`src/rtl/trr_pkg.sv`:
```
// Shared types and constants for the triangle tile rasterizer.
package trr_pkg;

	localparam int CW   = 14;  // vertex coordinate width
	localparam int DW   = 15;  // vertex difference width
	localparam int BW   = 15;  // bounding box / pixel walker width
	localparam int EW   = 32;  // edge function width
	localparam int DABW = 30;  // magnitude of determinant
	localparam int LIMW = 46;  // wire_width * |det|
	localparam int PW   = 48;  // shared multiplier product
	localparam int RW   = 38;  // divider remainder
	localparam int QDEPTH = 2;

	localparam int IN_W  = 128;
	localparam int OUT_W = 48;
	localparam int CFG_IW = 3;
	localparam int CFG_DW = 16;

	localparam logic [CFG_IW-1:0] CFG_SHADE_MODE    = 3'd0;
	localparam logic [CFG_IW-1:0] CFG_FACE_CULL     = 3'd1;
	localparam logic [CFG_IW-1:0] CFG_WIRE_WIDTH    = 3'd2;
	localparam logic [CFG_IW-1:0] CFG_SCREEN_WIDTH  = 3'd3;
	localparam logic [CFG_IW-1:0] CFG_SCREEN_HEIGHT = 3'd4;

	typedef enum logic [1:0] {
		DRAW_FLAT = 2'd0,
		DRAW_BARY = 2'd1,
		DRAW_WIRE = 2'd2
	} shade_mode_t;

	typedef enum logic [1:0] {
		CULL_NONE = 2'd0,
		CULL_POS  = 2'd1,
		CULL_NEG  = 2'd2
	} face_cull_t;

	// Triangle setup record handed from front to back.
	typedef struct packed {
		logic                   empty;
		logic signed [DW-1:0]   dx0;
		logic signed [DW-1:0]   dx1;
		logic signed [DW-1:0]   dx2;
		logic signed [DW-1:0]   dy0;
		logic signed [DW-1:0]   dy1;
		logic signed [DW-1:0]   dy2;
		logic signed [EW-1:0]   e0;
		logic signed [EW-1:0]   e1;
		logic signed [EW-1:0]   e2;
		logic [DABW-1:0]        dabs;
		logic [LIMW-1:0]        lim;
		logic signed [BW-1:0]   lx;
		logic signed [BW-1:0]   hx;
		logic signed [BW-1:0]   ly;
		logic signed [BW-1:0]   hy;
		logic [7:0]             red;
		logic [7:0]             green;
		logic [7:0]             blue;
	} tri_rec_t;

	typedef enum logic [2:0] {
		F_IDLE,
		F_DET0,
		F_DET1,
		F_SETUP,
		F_EDGE,
		F_PUSH
	} front_state_t;

	typedef enum logic [2:0] {
		B_IDLE,
		B_EVAL,
		B_DIV,
		B_EMIT,
		B_END
	} back_state_t;

endpackage

```
`src/rtl/trr_front.sv`:
```
// Triangle setup: determinant, culling, winding swap, box clip and edge start values.
module trr_front #(
	parameter int TILE_SIDE  = 8,
	parameter int SCREEN_MAX = 4096
) (
	input  logic                       clk,
	input  logic                       arst_n,
	input  logic                       in_valid,
	output logic                       in_ready,
	input  logic [trr_pkg::IN_W-1:0]   in_data,
	input  logic [1:0]                 face_cull,
	input  logic [15:0]                wire_width,
	input  logic [12:0]                screen_width,
	input  logic [12:0]                screen_height,
	output logic                       push,
	input  logic                       full,
	output trr_pkg::tri_rec_t          rec
);

	localparam int CW = trr_pkg::CW;
	localparam int DW = trr_pkg::DW;
	localparam int BW = trr_pkg::BW;
	localparam int EW = trr_pkg::EW;
	localparam int PW = trr_pkg::PW;

	trr_pkg::front_state_t state_q, state_n;

	logic signed [CW-1:0] x_q [3];
	logic signed [CW-1:0] y_q [3];
	logic [7:0] red_q, green_q, blue_q;
	logic signed [BW-1:0] tx_q, ty_q;
	logic signed [BW-1:0] lx_q, hx_q, ly_q, hy_q;
	logic [trr_pkg::DABW-1:0] dabs_q;
	logic empty_q;
	logic signed [PW-1:0] p_q [7];
	logic [2:0] k_q;

	logic signed [16:0] mul_a;
	logic signed [30:0] mul_b;
	logic signed [PW-1:0] prod;
	logic signed [PW-1:0] det;
	logic neg, drop;
	logic signed [BW-1:0] minx, maxx, miny, maxy, swv, shv, lx, hx, ly, hy, tile_hi_x, tile_hi_y;
	logic signed [DW-1:0] dxv [3];
	logic signed [DW-1:0] dyv [3];
	logic accept, setup_en, edge_en;

	function automatic logic signed [BW-1:0] bmin(input logic signed [BW-1:0] a,
		input logic signed [BW-1:0] b);
		return (a < b) ? a : b;
	endfunction

	function automatic logic signed [BW-1:0] bmax(input logic signed [BW-1:0] a,
		input logic signed [BW-1:0] b);
		return (a > b) ? a : b;
	endfunction

	assign accept = in_valid && in_ready;

	// edge k runs from vertex k to vertex k+1 (after the winding swap)
	always_comb begin
		for (int k = 0; k < 3; k++) begin
			dxv[k] = DW'(x_q[(k + 1) % 3]) - DW'(x_q[k]);
			dyv[k] = DW'(y_q[(k + 1) % 3]) - DW'(y_q[k]);
		end
	end

	// shared multiplier operand select
	always_comb begin
		mul_a = '0;
		mul_b = '0;
		case (state_q)
			trr_pkg::F_DET0: begin
				mul_a = 17'(dxv[0]);
				mul_b = 31'(DW'(y_q[2]) - DW'(y_q[0]));
			end
			trr_pkg::F_DET1: begin
				mul_a = 17'(dyv[0]);
				mul_b = 31'(DW'(x_q[2]) - DW'(x_q[0]));
			end
			trr_pkg::F_EDGE: begin
				case (k_q)
					3'd0: begin mul_a = 17'(dxv[0]); mul_b = 31'(ly_q) - 31'(y_q[0]); end
					3'd1: begin mul_a = 17'(dyv[0]); mul_b = 31'(lx_q) - 31'(x_q[0]); end
					3'd2: begin mul_a = 17'(dxv[1]); mul_b = 31'(ly_q) - 31'(y_q[1]); end
					3'd3: begin mul_a = 17'(dyv[1]); mul_b = 31'(lx_q) - 31'(x_q[1]); end
					3'd4: begin mul_a = 17'(dxv[2]); mul_b = 31'(ly_q) - 31'(y_q[2]); end
					3'd5: begin mul_a = 17'(dyv[2]); mul_b = 31'(lx_q) - 31'(x_q[2]); end
					default: begin
						mul_a = signed'({1'b0, wire_width});
						mul_b = signed'({1'b0, dabs_q});
					end
				endcase
			end
			default: begin
				mul_a = '0;
				mul_b = '0;
			end
		endcase
	end

	assign prod = mul_a * mul_b;

	// setup math on the registered determinant products
	always_comb begin
		det  = p_q[0] - p_q[1];
		neg  = det[PW-1];
		drop = (det == '0)
			|| (face_cull == trr_pkg::CULL_POS && !neg)
			|| (face_cull == trr_pkg::CULL_NEG && neg);
		minx = bmin(bmin(BW'(x_q[0]), BW'(x_q[1])), BW'(x_q[2]));
		maxx = bmax(bmax(BW'(x_q[0]), BW'(x_q[1])), BW'(x_q[2]));
		miny = bmin(bmin(BW'(y_q[0]), BW'(y_q[1])), BW'(y_q[2]));
		maxy = bmax(bmax(BW'(y_q[0]), BW'(y_q[1])), BW'(y_q[2]));
		swv  = (screen_width > 13'(SCREEN_MAX)) ? BW'(SCREEN_MAX) : BW'(screen_width);
		shv  = (screen_height > 13'(SCREEN_MAX)) ? BW'(SCREEN_MAX) : BW'(screen_height);
		tile_hi_x = tx_q + BW'(TILE_SIDE);
		tile_hi_y = ty_q + BW'(TILE_SIDE);
		lx = bmax(bmax(minx, '0), tx_q);
		hx = bmin(bmin(maxx, swv), tile_hi_x);
		ly = bmax(bmax(miny, '0), ty_q);
		hy = bmin(bmin(maxy, shv), tile_hi_y);
	end

	always_comb begin
		state_n  = state_q;
		in_ready = 1'b0;
		push     = 1'b0;
		setup_en = 1'b0;
		edge_en  = 1'b0;
		case (state_q)
			trr_pkg::F_IDLE: begin
				in_ready = 1'b1;
				if (in_valid) begin
					state_n = trr_pkg::F_DET0;
				end
			end
			trr_pkg::F_DET0: state_n = trr_pkg::F_DET1;
			trr_pkg::F_DET1: state_n = trr_pkg::F_SETUP;
			trr_pkg::F_SETUP: begin
				setup_en = 1'b1;
				// culled or box empty: no edge values needed
				state_n = (drop || lx >= hx || ly >= hy) ? trr_pkg::F_PUSH : trr_pkg::F_EDGE;
			end
			trr_pkg::F_EDGE: begin
				edge_en = 1'b1;
				if (k_q == 3'd6) begin
					state_n = trr_pkg::F_PUSH;
				end
			end
			trr_pkg::F_PUSH: begin
				if (!full) begin
					push    = 1'b1;
					state_n = trr_pkg::F_IDLE;
				end
			end
			default: state_n = trr_pkg::F_IDLE;
		endcase
	end

	always_ff @(posedge clk or negedge arst_n) begin
		if (!arst_n) begin
			state_q <= trr_pkg::F_IDLE;
			k_q     <= '0;
		end else begin
			state_q <= state_n;
			if (setup_en) begin
				k_q <= '0;
			end else if (edge_en) begin
				k_q <= k_q + 3'd1;
			end
		end
	end

	always_ff @(posedge clk) begin
		if (accept) begin
			x_q[0]  <= in_data[13:0];
			y_q[0]  <= in_data[27:14];
			x_q[1]  <= in_data[41:28];
			y_q[1]  <= in_data[55:42];
			x_q[2]  <= in_data[69:56];
			y_q[2]  <= in_data[83:70];
			red_q   <= in_data[91:84];
			green_q <= in_data[99:92];
			blue_q  <= in_data[107:100];
			tx_q    <= BW'(in_data[116:108]) * BW'(TILE_SIDE);
			ty_q    <= BW'(in_data[125:117]) * BW'(TILE_SIDE);
		end
		if (state_q == trr_pkg::F_DET0) begin
			p_q[0] <= prod;
		end
		if (state_q == trr_pkg::F_DET1) begin
			p_q[1] <= prod;
		end
		if (setup_en) begin
			// put the triangle in counter-clockwise order
			if (neg) begin
				x_q[1] <= x_q[2];
				x_q[2] <= x_q[1];
				y_q[1] <= y_q[2];
				y_q[2] <= y_q[1];
			end
			dabs_q  <= neg ? trr_pkg::DABW'(-det) : trr_pkg::DABW'(det);
			lx_q    <= lx;
			hx_q    <= hx;
			ly_q    <= ly;
			hy_q    <= hy;
			empty_q <= drop || lx >= hx || ly >= hy;
		end
		if (edge_en) begin
			p_q[k_q] <= prod;
		end
	end

	always_comb begin
		rec.empty = empty_q;
		rec.dx0   = dxv[0];
		rec.dx1   = dxv[1];
		rec.dx2   = dxv[2];
		rec.dy0   = dyv[0];
		rec.dy1   = dyv[1];
		rec.dy2   = dyv[2];
		rec.e0    = EW'(p_q[0] - p_q[1]);
		rec.e1    = EW'(p_q[2] - p_q[3]);
		rec.e2    = EW'(p_q[4] - p_q[5]);
		rec.dabs  = dabs_q;
		rec.lim   = p_q[6][trr_pkg::LIMW-1:0];
		rec.lx    = lx_q;
		rec.hx    = hx_q;
		rec.ly    = ly_q;
		rec.hy    = hy_q;
		rec.red   = red_q;
		rec.green = green_q;
		rec.blue  = blue_q;
	end

endmodule

```
`config.mk`:
```
export PLATFORM = sky130hd
export DESIGN_NAME = trr_front
export DESIGN_NICKNAME = d
export VERILOG_FILES = /design/src/rtl/trr_pkg.sv /design/src/rtl/trr_front.sv
export SDC_FILE = /design/constraint.sdc
export NUM_CORES = 2
export LEC_CHECK = 0
export BUFFER_PORTS_ARGS = -buffer_cell sky130_fd_sc_hd__buf_4
export CORE_ASPECT_RATIO = 0.9
export CORE_MARGIN = 3
export CORE_UTILIZATION = 62
export DETAILED_ROUTE_END_ITERATION = 6
export PLACE_DENSITY = 0.8
export SLEW_MARGIN = 15
export SYNTH_ARGS = -nofsm -noshare
export SYNTH_HDL_FRONTEND = slang
export SYNTH_SLANG_ARGS = --single-unit
```
`constraint.sdc`:
```
create_clock -name clk -period 14.45 [get_ports clk]
set_input_delay 0.7225 -clock clk [delete_from_list [all_inputs] [get_ports clk]]
set_output_delay 0.7225 -clock clk [all_outputs]
set_load 0.005 [all_outputs]
```
==> metrics.csv <==
stage,metric,value,unit
sta,relSlewSlack,0.0983,
final_layout,area_delta_synth_final,12.5,%
setup_path,reg2reg_slack,1200,ps
clocking,clockBufferDepth,3,
yosys,avgSynthCellArea,9.40,um2
worst_hold_path,whs_path_depth,1,
floorplan,boundaryPins,525,
final_layout,fillers,6838,
sta,final.setup.tns,0,ps
route,ant_nets,0,
sta,finalHoldViolCount,0,
setup_path,worstPathArrival,13790,ps
sta,fmaxAchievable,75.5,MHz
setup_path,required,14990,ps
final_layout,nNetsFinal,7722,
yosys,syn_inst,5979,
floorplan,start_util,0.627,
yosys,synth_edf_count,483,
route,drt_iter0_markers,5274,
yosys,async_flop_share,0.0123,
setup_path,cpMostUsedCell,ha_1,
global_route,grt_usage,0.399,
setup_path,cp_max_fo,24,
yosys,synth_area_leaders,"edfxtp_1, fa_1, ha_1, inv_1, nand2_1",
setup_path,r2r-end,state_q[0],
setup_path,crit_path_start_kind,flip-flop,
sta,setup-violations-final,0,
setup_path,cp-startpoint,x_q[0][1],
place,placed_cell_area,61500,um2
final_layout,design_area,63200,um2
floorplan,core_area,89700,um2
final_layout,final_core_util,0.705,
yosys,synth_seq_cells,489,
clocking,clkTransAtPathRegs,70,ps
final_layout,multi_input_area,37400,um2
route,first_pass_iters,7,
yosys,ys_seq_area_frac,0.261,
yosys,synth_ff_type,edfxtp_1,
route,routed_wl,189,mm
floorplan,row_count,104,
floorplan,dieArea,94300,um2
global_route,grt_overflow,0,
route,vias,47606,
yosys,synth_cell_types,112,
status,status,"finished, final reports clean",
floorplan,die_w,323,um
setup_path,r2r-start,x_q[0][1],
clocking,clk_latency,660,ps
setup_path,cpPeakStageDelay,800,ps
sta,fin_skew,42.3,ps
final_layout,drive_above_1_share,0.124,
worst_hold_path,holdCritPathClass,in -> reg,
sta,rsz0062_at_grt,false,
setup_path,crit_path_top_delay_cell,o221ai_2,
global_route,grt_pass1_vias,47391,
route,viasPerCell,6.21,
sta,maxSlewViolCount,0,
clocking,post-cts-setup-buffers,0,
yosys,synth_top_area_cell,edfxtp_1,
final_layout,seq_area,14700,um2
sta,worstMarginPinSlew,1340,ps
place,place_hpwl,154,mm
setup_path,crit_end,state_q[0],
clocking,tritoncts,yes,
global_route,grt_start_max_net_pins,73,
floorplan,die_y,292,um
clocking,ctsRootBufferMaster,clkbuf_16,
place,gp_congestion,1.01,
clocking,cts_sinks,489,
global_route,antenna_found_initial,4,
run,cap_violations,0,
sta,period_share,0.917,
yosys,yosysWarnings,0,
clocking,cts_made_buffers,53,
setup_path,critPathCaptureType,flip-flop,
worst_hold_path,min-delay-start,in_data[2],
clocking,htreeDepth,2,
route,wl_per_cell,24.7,um
sta,period_needed,13250,ps
global_route,grt_pass1_wl,284,mm
yosys,yosys.area.top_type_share,0.258,
setup_path,rr_worst_depth,47,
route,drc,0,
yosys,synth_area,56200,um2
setup_path,critPathKind,reg -> reg,
sta,hold_ws,251,ps
place,io_buffers,522,
synth_stat cells, types with 93 or more instances:
cell type,count
a21o_1,121
a21oi_1,333
clkbuf_1,115
edfxtp_1,483
fa_1,523
ha_1,571
inv_1,929
nand2_1,619
nor2_1,421
nor3_1,93
o21ai_0,235
xnor2_1,209
xor2_1,103
how the worst min path moves through the flow:
stage,to,slack (ps)
final,x_q[0][2],250
after global routing,x_q[0][2],240
after CTS,y_q[0][2],240
after detailed placement,k_q[2],540
after global placement,k_q[2],540
after floorplan,k_q[0],430
layout by cell type, fill, tap and decap left out, types with 69 or more instances in the layout:
cell	Yosys	layout
inv_1	929	928
xor2_1	103	103
a21o_1	121	121
ha_1	571	571
a21oi_1	333	329
edfxtp_1	483	483
o21a_1	82	82
and2_1	92	92
o21ai_0	235	234
nand3_1	70	69
fa_1	523	523
nand2_1	619	619
nor2b_1	89	88
buf_4	11	594
nor3_1	93	88
nor2_1	421	420
xnor2_1	209	208
kinds of logic (layout without fill, tap and decap cells):
kind of cell    count (synthesis)  count (layout)  synth area share
compound gates               1211            1211             0.142
xor+xnor                      314             314            0.0492
fa+ha+maj                    1094            1094             0.313
buf+inv                      1112            1622            0.0765
flops                         489             489             0.261
mux                           119             119            0.0230
other cells                     1               7         0.0000667
simple gates                 1639            1639             0.135
repair_timing:
action,in CTS,in global routing
resized for setup,0,0
hold endpoints to repair,6,0
hold buffers,1,0
flip-flops by register name (all words and copies together), names as in the netlist, 14 cells and up:
name    count
p_q       270
x_q        42
hx_q       14
y_q        42
ly_q       14
dabs_q     30
hy_q       14
lx_q       14
layer usage:
metal	track usage	up-vias	routed length, um
met5	0.00960	-	157
met4	0.193	6	11000
li1	-	21240	-
met3	0.0772	526	19100
met1	0.537	23288	74100
met2	0.622	2546	84600
final cells by class:
class                           count  area share
Multi-Input combinational cell   4381       0.592
Sequential cell                   489       0.232
Timing Repair Buffer              595      0.0707
Inverter                          932      0.0554
Tap cell                         1166      0.0231
Clock buffer                       65      0.0217
Clock inverter                     30     0.00511
Antenna cell                        3    0.000119
metrics by stage:
step	cells	worst slack, ps
2_1_floorplan	5982	3680
3_3_place_gp	7562	1590
3_5_place_dp	7562	1340
4_1_cts	7658	1350
5_1_grt	7658	362
6_report	7661	1200
worst max-delay path, delay by kind of cell, from the launching register on:
family                     cells  cell delay (ps)
AOI/OAI and AO/OA             28             7260
adders and majority gates      7             2780
buffers and inverters          1              300
DFF                            1              510
muxes                          1              430
and+or+nand+nor               10             1850
Power is not shown: default switching activity piles up to over one toggle a cycle in this logic, so the estimate is an artifact.
