**config.mk**
```make
export PLATFORM = sky130hd
export DESIGN_NAME = trr_back
export DESIGN_NICKNAME = d
export VERILOG_FILES = /design/src/rtl/trr_pkg.sv /design/src/rtl/trr_back.sv
export SDC_FILE = /design/constraint.sdc
export NUM_CORES = 2
export LEC_CHECK = 0
export BUFFER_PORTS_ARGS = -buffer_cell sky130_fd_sc_hd__buf_2
export CORE_ASPECT_RATIO = 2
export CORE_MARGIN = 2
export CORE_UTILIZATION = 29
export CTS_BUF_LIST = sky130_fd_sc_hd__clkbuf_8
export CTS_CLUSTER_DIAMETER = 60
export DETAILED_ROUTE_END_ITERATION = 16
export PLACE_DENSITY_LB_ADDON = 0.05
export RECOVER_POWER = 50
export SYNTH_ARGS = -nofsm -noshare
export SYNTH_HDL_FRONTEND = slang
export SYNTH_SLANG_ARGS = --single-unit
```
**constraint.sdc**
```tcl
create_clock -name clk -period 12.1 [get_ports clk]
set_input_delay 1.21 -clock clk [delete_from_list [all_inputs] [get_ports clk]]
set_output_delay 1.21 -clock clk [all_outputs]
set_load 0.005 [all_outputs]
```
**src/rtl/trr_pkg.sv**
```systemverilog
// Shared types and constants for the triangle tile rasterizer.
package trr_pkg;

	localparam int CW   = 14;  // vertex coordinate width
	localparam int DW   = 15;  // vertex difference width
	localparam int BW   = 15;  // bounding box / pixel walker width
	localparam int EW   = 32;  // edge function width
	localparam int DABW = 30;  // magnitude of determinant
	localparam int LIMW = 46;  // wire_width * |det|
	localparam int PW   = 48;  // shared multiplier product
	localparam int RW   = 38;  // divider remainder
	localparam int QDEPTH = 2;

	localparam int IN_W  = 128;
	localparam int OUT_W = 48;
	localparam int CFG_IW = 3;
	localparam int CFG_DW = 16;

	localparam logic [CFG_IW-1:0] CFG_SHADE_MODE    = 3'd0;
	localparam logic [CFG_IW-1:0] CFG_FACE_CULL     = 3'd1;
	localparam logic [CFG_IW-1:0] CFG_WIRE_WIDTH    = 3'd2;
	localparam logic [CFG_IW-1:0] CFG_SCREEN_WIDTH  = 3'd3;
	localparam logic [CFG_IW-1:0] CFG_SCREEN_HEIGHT = 3'd4;

	typedef enum logic [1:0] {
		DRAW_FLAT = 2'd0,
		DRAW_BARY = 2'd1,
		DRAW_WIRE = 2'd2
	} shade_mode_t;

	typedef enum logic [1:0] {
		CULL_NONE = 2'd0,
		CULL_POS  = 2'd1,
		CULL_NEG  = 2'd2
	} face_cull_t;

	// Triangle setup record handed from front to back.
	typedef struct packed {
		logic                   empty;
		logic signed [DW-1:0]   dx0;
		logic signed [DW-1:0]   dx1;
		logic signed [DW-1:0]   dx2;
		logic signed [DW-1:0]   dy0;
		logic signed [DW-1:0]   dy1;
		logic signed [DW-1:0]   dy2;
		logic signed [EW-1:0]   e0;
		logic signed [EW-1:0]   e1;
		logic signed [EW-1:0]   e2;
		logic [DABW-1:0]        dabs;
		logic [LIMW-1:0]        lim;
		logic signed [BW-1:0]   lx;
		logic signed [BW-1:0]   hx;
		logic signed [BW-1:0]   ly;
		logic signed [BW-1:0]   hy;
		logic [7:0]             red;
		logic [7:0]             green;
		logic [7:0]             blue;
	} tri_rec_t;

	typedef enum logic [2:0] {
		F_IDLE,
		F_DET0,
		F_DET1,
		F_SETUP,
		F_EDGE,
		F_PUSH
	} front_state_t;

	typedef enum logic [2:0] {
		B_IDLE,
		B_EVAL,
		B_DIV,
		B_EMIT,
		B_END
	} back_state_t;

endpackage

```
**src/rtl/trr_back.sv**
```systemverilog
// Pixel walker: edge tests, shading, fragment hold and output register.
module trr_back (
	input  logic                        clk,
	input  logic                        arst_n,
	input  trr_pkg::tri_rec_t           rec,
	input  logic                        q_empty,
	output logic                        pop,
	input  logic [1:0]                  shade_mode,
	output logic                        out_valid,
	input  logic                        out_ready,
	output logic [trr_pkg::OUT_W-1:0]   out_data,
	output logic                        out_covered,
	output logic                        out_last
);

	localparam int BW = trr_pkg::BW;
	localparam int EW = trr_pkg::EW;
	localparam int RW = trr_pkg::RW;
	localparam int DABW = trr_pkg::DABW;

	trr_pkg::back_state_t state_q, state_n;
	trr_pkg::tri_rec_t cur_q;

	logic signed [BW-1:0] px_q, py_q, pxn, pyn;
	logic signed [EW-1:0] e_q [3];
	logic signed [EW-1:0] er_q [3];
	logic signed [EW-1:0] dxv [3];
	logic signed [EW-1:0] dyv [3];
	logic [RW-1:0] rem_q [3];
	logic [7:0]    quo_q [3];
	logic [2:0]    dcnt_q;

	logic        hold_v_q;
	logic [11:0] hold_x_q, hold_y_q;
	logic [7:0]  hold_r_q, hold_g_q, hold_b_q;

	logic        out_v_q, out_cov_q, out_last_q;
	logic [trr_pkg::OUT_W-1:0] out_data_q;

	logic in_tri, wire_skip, keep, last_x, last_pix, out_free;
	logic [2:0] far;
	logic [7:0] fr, fg, fb;
	logic load, div_start, div_step, adv, emit, finish;
	logic [RW-1:0] dsh;

	assign out_valid   = out_v_q;
	assign out_data    = out_data_q;
	assign out_covered = out_cov_q;
	assign out_last    = out_last_q;
	assign out_free    = !out_v_q || out_ready;

	always_comb begin
		dxv[0] = EW'(cur_q.dx0);
		dxv[1] = EW'(cur_q.dx1);
		dxv[2] = EW'(cur_q.dx2);
		dyv[0] = EW'(cur_q.dy0);
		dyv[1] = EW'(cur_q.dy1);
		dyv[2] = EW'(cur_q.dy2);
		for (int k = 0; k < 3; k++) begin
			far[k] = {e_q[k][EW-2:0], 16'b0} > {{(EW+15-trr_pkg::LIMW){1'b0}}, cur_q.lim};
		end
		in_tri    = !e_q[0][EW-1] && !e_q[1][EW-1] && !e_q[2][EW-1];
		wire_skip = (shade_mode == trr_pkg::DRAW_WIRE) && (&far);
		keep      = in_tri && !wire_skip;
		pxn       = px_q + BW'(1);
		pyn       = py_q + BW'(1);
		last_x    = pxn >= cur_q.hx;
		last_pix  = last_x && (pyn >= cur_q.hy);
		dsh       = {1'b0, cur_q.dabs, 7'b0};
		case (shade_mode)
			trr_pkg::DRAW_BARY: begin fr = quo_q[0]; fg = quo_q[1]; fb = quo_q[2]; end
			trr_pkg::DRAW_WIRE: begin fr = 8'd0; fg = 8'd255; fb = 8'd0; end
			default: begin fr = cur_q.red; fg = cur_q.green; fb = cur_q.blue; end
		endcase
	end

	always_comb begin
		state_n   = state_q;
		pop       = 1'b0;
		load      = 1'b0;
		div_start = 1'b0;
		div_step  = 1'b0;
		adv       = 1'b0;
		emit      = 1'b0;
		finish    = 1'b0;
		case (state_q)
			trr_pkg::B_IDLE: begin
				if (!q_empty) begin
					pop     = 1'b1;
					load    = 1'b1;
					state_n = rec.empty ? trr_pkg::B_END : trr_pkg::B_EVAL;
				end
			end
			trr_pkg::B_EVAL: begin
				if (keep) begin
					if (shade_mode == trr_pkg::DRAW_BARY) begin
						div_start = 1'b1;
						state_n   = trr_pkg::B_DIV;
					end else begin
						state_n = trr_pkg::B_EMIT;
					end
				end else begin
					adv     = 1'b1;
					state_n = last_pix ? trr_pkg::B_END : trr_pkg::B_EVAL;
				end
			end
			trr_pkg::B_DIV: begin
				div_step = 1'b1;
				if (dcnt_q == 3'd0) begin
					state_n = trr_pkg::B_EMIT;
				end
			end
			trr_pkg::B_EMIT: begin
				// the previous fragment leaves when a newer one replaces it or when the triangle ends
				if (!hold_v_q || out_free) begin
					emit    = 1'b1;
					adv     = 1'b1;
					state_n = last_pix ? trr_pkg::B_END : trr_pkg::B_EVAL;
				end
			end
			trr_pkg::B_END: begin
				if (out_free) begin
					finish  = 1'b1;
					state_n = trr_pkg::B_IDLE;
				end
			end
			default: state_n = trr_pkg::B_IDLE;
		endcase
	end

	always_ff @(posedge clk or negedge arst_n) begin
		if (!arst_n) begin
			state_q  <= trr_pkg::B_IDLE;
			hold_v_q <= 1'b0;
			out_v_q  <= 1'b0;
		end else begin
			state_q <= state_n;
			if (emit) begin
				hold_v_q <= 1'b1;
			end else if (finish) begin
				hold_v_q <= 1'b0;
			end
			if ((emit && hold_v_q) || finish) begin
				out_v_q <= 1'b1;
			end else if (out_ready) begin
				out_v_q <= 1'b0;
			end
		end
	end

	always_ff @(posedge clk) begin
		if (load) begin
			cur_q <= rec;
			px_q  <= rec.lx;
			py_q  <= rec.ly;
			e_q[0]  <= rec.e0;
			e_q[1]  <= rec.e1;
			e_q[2]  <= rec.e2;
			er_q[0] <= rec.e0;
			er_q[1] <= rec.e1;
			er_q[2] <= rec.e2;
		end else if (adv) begin
			if (!last_x) begin
				px_q <= pxn;
				for (int k = 0; k < 3; k++) begin
					e_q[k] <= e_q[k] - dyv[k];
				end
			end else begin
				px_q <= cur_q.lx;
				py_q <= pyn;
				for (int k = 0; k < 3; k++) begin
					er_q[k] <= er_q[k] + dxv[k];
					e_q[k]  <= er_q[k] + dxv[k];
				end
			end
		end
		// lanes: red from edge 1, green from edge 2, blue from edge 0
		if (div_start) begin
			dcnt_q <= 3'd7;
			for (int k = 0; k < 3; k++) begin
				rem_q[k] <= {e_q[(k + 1) % 3][DABW-1:0], 8'b0}
					- RW'(e_q[(k + 1) % 3][DABW-1:0]);
			end
		end else if (div_step) begin
			dcnt_q <= dcnt_q - 3'd1;
			for (int k = 0; k < 3; k++) begin
				if (rem_q[k] >= dsh) begin
					rem_q[k] <= RW'({rem_q[k] - dsh, 1'b0});
					quo_q[k] <= {quo_q[k][6:0], 1'b1};
				end else begin
					rem_q[k] <= {rem_q[k][RW-2:0], 1'b0};
					quo_q[k] <= {quo_q[k][6:0], 1'b0};
				end
			end
		end
		if (emit) begin
			hold_x_q <= px_q[11:0];
			hold_y_q <= py_q[11:0];
			hold_r_q <= fr;
			hold_g_q <= fg;
			hold_b_q <= fb;
		end
		if (emit && hold_v_q) begin
			out_data_q <= {hold_b_q, hold_g_q, hold_r_q, hold_y_q, hold_x_q};
			out_cov_q  <= 1'b1;
			out_last_q <= 1'b0;
		end else if (finish) begin
			out_data_q <= hold_v_q ? {hold_b_q, hold_g_q, hold_r_q, hold_y_q, hold_x_q} : '0;
			out_cov_q  <= hold_v_q;
			out_last_q <= 1'b1;
		end
	end

endmodule

```
==> results.toml <==
[outcome]
outcome = "finished, violations left"
violations = "max-capacitance violations, max-slew violations"

[global_route]
grt_util_met3_pct = 2.48
met1_usage_pct = 23.0
use_met2_pct = 40.9
busiest_layer = "met2"
grt_pass1_vias = 40900
grt_max_degree = 90
antenna_found_initial = 12
grt_overflow = 0
grt_pass1_wl_um = 268000
grt_usage_pct = 21.3

[yosys]
yosysTopAreaCellShare_pct = 42.7
yosys_warnings = 0
synthTopCellsByArea = "edfxtp_1, ha_1, a21oi_1"
ys_seq_elements = 701
synth_edf_count = 689
syn_inst = 4956
synth-seq-area-share_pct = 43.2
ys.flop_type = "edfxtp_1"
async_flop_share_pct = 0.713
avgSynthCellArea_um2 = 9.79
synth_area_um2 = 48500
synth_fp_nets = 5789
synth_largest_area_cell = "edfxtp_1"
synth_cell_types = 102

[floorplan]
die_h_um = 582
io_pins = 405
die_w_um = 293
dieArea_um2 = 171000
initial_utilization_pct = 29.1
num_rows = 212
core_area_um2 = 167000

[clock_tree]
cts.clk_slew.worst_paths_ps = 70
holdBufCountCts = 0
clock-sinks = 701
cts_tree = "done"
cts_inserted_buffers = 121
cts_root_buf = "clkbuf_8"
clk_latency_ps = 910
cts.htree.levels = 3
cts_max_path_buffers = 3
cts_setup_buffers = 0
ctsResizeCount = 0

[power_and_ir_drop]
power.internal_mw = 9.28
finalPower_mw = 18.4
comb_power_share_pct = 62.3
p_leak_nw = 22.9
switching_share_pct = 49.6
p_clk_share_pct = 12.4
vdd_drop_max_mv = 0.205
switching_power_mw = 9.13
power_density_nw_per_um2 = 333
p_seq_share_pct = 25.4

[routing]
first_pass_iters = 7
drt-wirelength-per-cell_um = 24.1
drt-initial-drc-count = 2014
wl_um = 184000
ant_nets = 0
vias = 39100
drc = 0
viasPerCell = 5.12

[timing]
tightest_slew_ps = 3360
setup_tns_ps = 0
holdWs_ps = 231
timing.fmax_mhz = 121
period_share_pct = 68.2
skew_ps = 55.5
fin_ws_ps = 3850
setup_viol = 0
relSlewSlack_pct = -124
rsz0062_at_grt = "false"
finalHoldViolCount = 0
fin_crit_ps = 8250
slew_violations = 491

[placement]
dpl.cell_count = 7410
dpl_worst_slack_ps = 6080
gp_congestion = 0.891
dp_hpwl_um = 147000
port_buffers = 404

[finish]
final_nets = 6226
fillers = 17500
area_delta_synth_final_pct = 14.0
fin_cells = 7637
layout-drive-gt1-share_pct = 11.1

[critical_path]
worstPathArrival_ps = 8430
path_delay_family = "buffers and inverters"
cp_data_required_time_ps = 12280
cp-end-kind = "flop"
cp_max_fo = 50
crit_chain = "nor3_1 > nand2b_2 > clkbuf_1 > clkinvlp_2 > buf_4 > clkbuf_1"
criticalPathCategory = "reg -> reg"
cpMaxStageDelayCell = "clkinvlp_2"
slowest_delay_ps = 2460
cp-start-kind = "flop"
cp_num_buf_inv = 4
cp_common_cell = "clkbuf_1"

[job]
drv_cap = 11

[hold_path]
min_path_type = "in -> async"
[cell type report]
type / instances / area (µm²) / area share, %
flip-flops and latches: 701 / 21000 / 37.9
clock inverters: 99 / 713 / 1.29
repair buffers: 454 / 2270 / 4.10
inverters: 307 / 1150 / 2.09
well taps: 2140 / 2680 / 4.84
diodes: 6 / 15.0 / 0.0271
multi-input cells: 3808 / 25900 / 46.7
clock buffers: 122 / 1680 / 3.04
[synth_stat cells (16+ instances only)]
| master | count |
|---|---|
| o211ai_1 | 58 |
| inv_1 | 305 |
| edfxtp_1 | 689 |
| buf_2 | 26 |
| a21oi_1 | 435 |
| a211oi_1 | 31 |
| a22oi_1 | 17 |
| nor2b_1 | 49 |
| nand2_1 | 519 |
| o21bai_1 | 42 |
| or2_2 | 16 |
| and3_1 | 32 |
| or3_1 | 20 |
| nand2b_1 | 49 |
| clkbuf_1 | 96 |
| nand3_1 | 92 |
| a22o_1 | 16 |
| xor2_1 | 144 |
| a21o_1 | 193 |
| nor3_1 | 71 |
| o21ai_0 | 336 |
| ha_1 | 471 |
| nor4_1 | 27 |
| o22ai_1 | 20 |
| xnor2_1 | 211 |
| o31ai_1 | 22 |
| nor2_1 | 388 |
| o21a_1 | 65 |
| and2_1 | 75 |
| nand4_1 | 55 |
| mux2i_1 | 41 |
| a31oi_1 | 62 |
[worst register-to-register path, stage by stage (launching register included)]
cell        delay, ps
dfrtp_1           600
nor3_1            170
nand2b_2           90
clkbuf_1         2100
clkinvlp_2       2470
buf_4             840
clkbuf_1         1210
[logic make-up after synthesis]
family,Yosys count,share of synthesized area (%)
compound gates,1463,19.1
simple gates,1462,14.1
flops,701,43.2
fa+ha+maj,480,12.5
buf+inv,447,3.64
xor+xnor,355,6.41
mux,48,1.01
[path summary, 6_finish.rpt]
path,slack (ps),cells after the start,end,startpoint
worst max-delay path,3850,6,cur_q[321],state_q[1]
worst min-delay path,230,1,out_valid,arst_n
worst max register to register,3850,6,cur_q[321],state_q[1]
worst min register to register,450,0,quo_q[0][2],quo_q[0][1]
max in group asynchronous,11530,1,hold_v_q,arst_n
min in group clk,450,0,quo_q[0][2],quo_q[0][1]
[layout by cell type, fill, tap and decap left out, types with 25 or more instances in the layout]
master and count:
mux2i_1 41, o21ai_0 336, nor3_1 71, and3_1 32
buf_2 327, o21bai_1 42, xnor2_1 211, nand2b_1 48
nor2b_1 49, o21a_1 65, clkbuf_1 88, nor4_1 26
a211oi_1 31, ha_1 471, xor2_1 144, buf_4 37
nand4_1 55, clkinv_1 25, a21oi_1 435, nand3_1 92
clkbuf_8 122, nor2_1 388, a21o_1 193, o211ai_1 58
edfxtp_1 689, and2_1 51, a31oi_1 62, inv_1 339
nand2_1 515
[sequential cells by signal (all words and copies together), names as in the netlist, 3 cells and up]
register and count:
cur_q 235, rem_q 114, e_q 96, er_q 96, out_data 48, quo_q 24, px_q 15, py_q 15
hold_x_q 12, hold_y_q 12, hold_b_q 8, hold_g_q 8, hold_r_q 8, dcnt_q 3, state_q 3
[per-stage QoR]
step | cell area [µm²] | util, %
finish | 55300 | 33.2
global route | 55300 | 33.2
detailed placement | 53100 | 31.9
global placement | 53100 | 31.9
floorplan | 48500 | -
CTS | 55500 | 33.3
[power by group through the flow]
| stage | Sequential (mW) | Clock, mW | Combinational [mW] |
|---|---|---|---|
| after global placement | 4.69 | 0 | 11.6 |
| after CTS | 4.67 | 2.39 | 11.6 |
| after floorplan | 4.50 | 0 | 7.95 |
| final | 4.67 | 2.28 | 11.5 |
| after global routing | 4.76 | 2.47 | 12.7 |
| after detailed placement | 4.71 | 0 | 11.5 |
[metal layers]
metal / wire, µm / vias up
met4: 8780 / 0
met5: 0 / -
li1: - / 19100
met1: 70300 / 18800
met2: 99300 / 863
met3: 5950 / 291
Note: power is estimated with default switching activity, not from simulation.
